**src/mpem_pkg.sv**
```systemverilog
// ----------------------------------------------------------------------------
// Pattern matcher package
// Shared sizes, codes and controller/datapath interface types.
// ----------------------------------------------------------------------------
package mpem_pkg;

  localparam int NUM_PATTERNS    = 16;
  localparam int MAX_PATTERN_LEN = 32;
  localparam int POSITION_WIDTH  = 32;

  localparam int SLOT_W    = 4;
  localparam int OFF_W     = 5;
  localparam int LEN_W     = 6;
  localparam int BYTE_W    = 8;
  localparam int OUT_POS_W = 32;
  localparam int CNT_W     = $clog2(NUM_PATTERNS + 1);
  localparam int WIN_IDX_W = (MAX_PATTERN_LEN > 1) ? $clog2(MAX_PATTERN_LEN) : 1;
  localparam int MSEL_W    = (NUM_PATTERNS > 1) ? $clog2(NUM_PATTERNS) : 1;

  localparam logic MODE_LOAD = 1'b0;
  localparam logic MODE_TEXT = 1'b1;

  typedef enum logic [1:0] {
    ST_IDLE,
    ST_SCAN,
    ST_EMIT
  } state_t;

  typedef struct packed {
    logic              load_wr;
    logic              text_acc;
    logic              rd_en;
    logic [MSEL_W-1:0] rd_slot;
    logic              cmp_en;
    logic [MSEL_W-1:0] cmp_slot;
    logic              emit;
    logic              finish;
  } ctrl_cmd_t;

  typedef struct packed {
    logic hits_empty;
    logic out_free;
  } dp_status_t;

endpackage

```
**src/mpem_ctrl.sv**
```systemverilog
// ----------------------------------------------------------------------------
// Pattern matcher controller
// Sequences the slot scan and the report phase for each text item.
// ----------------------------------------------------------------------------
module mpem_ctrl (
  input  logic                   clk,
  input  logic                   rst_n,
  input  logic                   in_valid,
  input  logic                   in_mode,
  output logic                   in_ready,
  input  mpem_pkg::dp_status_t   status,
  output mpem_pkg::ctrl_cmd_t    cmd
);

  mpem_pkg::state_t state_r, state_nxt;
  logic [mpem_pkg::CNT_W-1:0] cnt_r, cnt_nxt;
  logic scan_done;

  assign scan_done = (cnt_r == mpem_pkg::CNT_W'(mpem_pkg::NUM_PATTERNS));

  always_ff @(posedge clk) begin
    if (!rst_n) begin
      state_r <= mpem_pkg::ST_IDLE;
      cnt_r   <= '0;
    end else begin
      state_r <= state_nxt;
      cnt_r   <= cnt_nxt;
    end
  end

  always_comb begin
    state_nxt = state_r;
    cnt_nxt   = cnt_r;
    unique case (state_r)
      mpem_pkg::ST_IDLE: begin
        cnt_nxt = '0;
        if (in_valid && (in_mode == mpem_pkg::MODE_TEXT)) state_nxt = mpem_pkg::ST_SCAN;
      end
      mpem_pkg::ST_SCAN: begin
        cnt_nxt = cnt_r + 1'b1;
        if (scan_done) state_nxt = mpem_pkg::ST_EMIT;
      end
      mpem_pkg::ST_EMIT: begin
        if (status.hits_empty) state_nxt = mpem_pkg::ST_IDLE;
      end
      default: state_nxt = mpem_pkg::ST_IDLE;
    endcase
  end

  always_comb begin
    cmd      = '0;
    in_ready = 1'b0;
    unique case (state_r)
      mpem_pkg::ST_IDLE: begin
        in_ready     = 1'b1;
        cmd.load_wr  = in_valid && (in_mode == mpem_pkg::MODE_LOAD);
        cmd.text_acc = in_valid && (in_mode == mpem_pkg::MODE_TEXT);
      end
      mpem_pkg::ST_SCAN: begin
        cmd.rd_en    = !scan_done;
        cmd.rd_slot  = cnt_r[mpem_pkg::MSEL_W-1:0];
        cmd.cmp_en   = (cnt_r != '0);
        cmd.cmp_slot = mpem_pkg::MSEL_W'(cnt_r - 1'b1);
      end
      mpem_pkg::ST_EMIT: begin
        cmd.emit   = !status.hits_empty && status.out_free;
        cmd.finish = status.hits_empty;
      end
      default: cmd = '0;
    endcase
  end

endmodule

```
**config.mk**
```make
export PLATFORM = sky130hd
export DESIGN_NAME = mpem_ctrl
export DESIGN_NICKNAME = d
export VERILOG_FILES = /design/src/mpem_pkg.sv /design/src/mpem_ctrl.sv
export SDC_FILE = /design/constraint.sdc
export NUM_CORES = 1
export LEC_CHECK = 0
export ABC_AREA = 1
export BUFFER_PORTS_ARGS = -buffer_cell sky130_fd_sc_hd__buf_2
export CORE_AREA = 2 2 39 41
export DETAILED_ROUTE_END_ITERATION = 10
export DIE_AREA = 0 0 41 43
export PLACE_DENSITY = 0.76
export SLEW_MARGIN = 5
export SYNTH_ARGS = -nofsm -noshare
export SYNTH_HDL_FRONTEND = slang
export SYNTH_SLANG_ARGS = --single-unit
```
**constraint.sdc**
```tcl
create_clock -name clk -period 1.67 [get_ports clk]
set_clock_uncertainty 0.1 [all_clocks]
set_input_delay 0.167 -clock clk [delete_from_list [all_inputs] [get_ports clk]]
set_output_delay 0.167 -clock clk [all_outputs]
set_load 0.02 [all_outputs]
```
==> out/summary.txt <==
Post-place setup slack -> 0.271 ns
Crit path arrival time -> 1.33 ns
Largest net degree at the start of global routing -> 8
CTS tree -> done
Root Buffer -> clkbuf_4
Clk sink count -> 7
Yosys top cell area share -> 28.6%
Distinct cells, synth -> 20
Most common cell after layout, fill and taps aside -> buf_2
Placed Instances -> 109
Worst EP required -> 1.40 ns
Gate Count Post-Synth -> 74
Sequential share of the synthesized area -> 28.6%
Layout cells sized above 1 -> 45.5%
Avg Synthesized Cell Area -> 6.61 sq um
Worst skew pair latency -> 0.25 ns
Ys Warns -> 0
Global Route Usage Sum -> 13.6%
Crit path cell chain -> inv_2 > ha_2 > nand3_2 > o21ai_2 > inv_1 > buf_2
Clock Tree Buf Depth -> 2
Multi-input logic area -> 297 sq um
Starting Density -> 35.4%
Syn Nets -> 83
Final core occ -> 47.6%
PD cells -> 653 nW/um^2
Met1 Routed Length -> 484 microns
Startpoint Class -> flop
Vias in the first global route -> 436
Routability cong. -> 0.771
# IOs -> 21
Fin crit share -> 95.7%
Drt wl/cell -> 9.43 microns
Core Region -> 1380 sq um
Initial drt markers -> 6
Post-DP HPWL -> 850 microns
DRC Markers -> 0
Total wire length -> 1.08 mm
Commonest non-fill, non-tap cells in the layout -> buf_2, nor2_1, inv_1
Avg Vias per Cell -> 4.69
Row cnt -> 14
CTS Buf Count -> 3
Antenna violations before repair -> 0
Routed vias -> 539
Final WS setup -> 0.0712 ns
Rel. slew slack -> 70.0%
DR WL met3 -> 66 microns
Reg clk slew, reported paths -> 0.05 ns
CTS H-tree depth -> 1
Max-Cap Viols -> 0
CP peak stage delay -> 0.33 ns
IO Port Bufs -> 20
Synth-to-layout area growth -> 34.5%
Final setup TNS -> 0 ns
Largest cells by area after synthesis -> dfxtp_1, inv_1, nor2_1
Yosys reg bits -> 7
Final Non-Filler Cells -> 115
Nets -> 109
Hold WC Path Type -> in -> reg
Slew @ Worst Pin -> 0.445 ns
Status -> finished, final reports clean
Met2 routed WL -> 497 microns
Highest clock rate -> 625 MHz
Fill cell count -> 148
Die span in x -> 41 microns
Crit-path max FO -> 5
Post-Syn Area -> 489 sq um
Max Transition Viols Final -> 0
Detail Route Antenna Nets -> 0
Register area -> 144 sq um
Static leakage -> 0.350 nW
Delay-heaviest family, CP -> flip-flops
Peak VDD IR -> 306 uV
Gr ovfl total -> 0
RSZ-0062 raised after global routing -> no
Final hold violations -> 0
Crit. End Element -> primary output
Worst path slowest cell -> dfxtp_2
Buf/Inv on CP -> 3
Minimum clock period -> 1.60 ns
Chip height -> 43 microns
First-pass iteration count of the detailed router -> 4
DIE AREA -> 1760 sq um
# setup viols final -> 0
Ant. Diodes -> 0
Leading area contributor after synthesis -> dfxtp_1
First-pass GRT wire length -> 1.66 mm
Highest Signal Layer -> met4
Crit path kind -> reg -> out
-- worst paths after layout --
| kind | start | endpoint | slack, ns | cells after the start |
|---|---|---|---|---|
| max | cnt_r[1] | cmd[11] | 0.07 | 6 |
| min | rst_n | cnt_r[0] | 0.06 | 3 |
| max reg2reg | cnt_r[1] | state_r[0] | 0.41 | 6 |
| min reg2reg | cnt_r[1] | cnt_r[1] | 0.38 | 2 |
-- metal layers --
layer / global-route usage, % / up-vias
met1: 16.5 / 229
met4: 10.0 / 0
met2: 20.6 / 21
li1: - / 284
met5: 0 / -
met3: 1.57 / 5
-- where the power goes --
group / total (mW) / switching (mW) / internal, mW
Clock: 0.154 / 0.0629 / 0.0912
Sequential: 0.178 / 0.00541 / 0.172
Combinational: 0.0978 / 0.0605 / 0.0373
-- flip-flops by register name, summed over array words and instances (netlist names) --
signal / flops
state_r: 2
cnt_r: 5
-- repair_timing --
action	4_1_cts	5_1_grt
pin swaps	0	2
setup endpoints to repair	2	5
gates resized for setup	1	8
hold buffers	0	0
buffers inserted	0	2
gates cloned	0	0
endpoints found under the hold margin	0	0
-- synth_stat cells --
library cell	number
dfxtp_1	7
ha_1	3
nor2_1	11
inv_1	12
a21oi_1	6
nand2_2	3
nor2_2	3
nor3b_2	1
nor3_2	1
nor2_4	1
a21o_1	1
nand2_1	8
nor4_1	1
nand3_1	4
a31oi_1	1
inv_2	3
o21ai_1	1
buf_4	1
o21ai_0	3
nor3_1	3
-- cell families after synthesis --
kind of cell	after synthesis	share of synthesized area, %
simple gates	36	37.6
buf+inv	16	13.0
compound gates	12	13.0
flops	7	28.6
fa+ha+maj	3	7.67
-- through the flow --
step	power [mW]	hold slack (ns)	cell area, sq um
final	0.430	0.0610	658
after global routing	0.448	0.0766	658
after CTS	0.423	0.0634	628
after detailed placement	0.268	0.329	602
after global placement	0.268	0.327	602
after floorplan	0.242	0.190	489
-- tightest hold or removal path: cells and delay by family --
family / cells / cell delay [ns]
compound gates: 1 / 0.04
simple gates: 1 / 0.06
buf+inv: 1 / 0.11
-- final cells by class --
| cell class | instances | area share (%) |
|---|---|---|
| sequential | 7 | 21.9 |
| inverter | 15 | 8.56 |
| tap | 16 | 3.04 |
| clock buffer | 4 | 3.99 |
| multi-input combinational | 51 | 45.1 |
| timing repair buffer | 22 | 17.5 |
(Power assumes the default switching activity.)
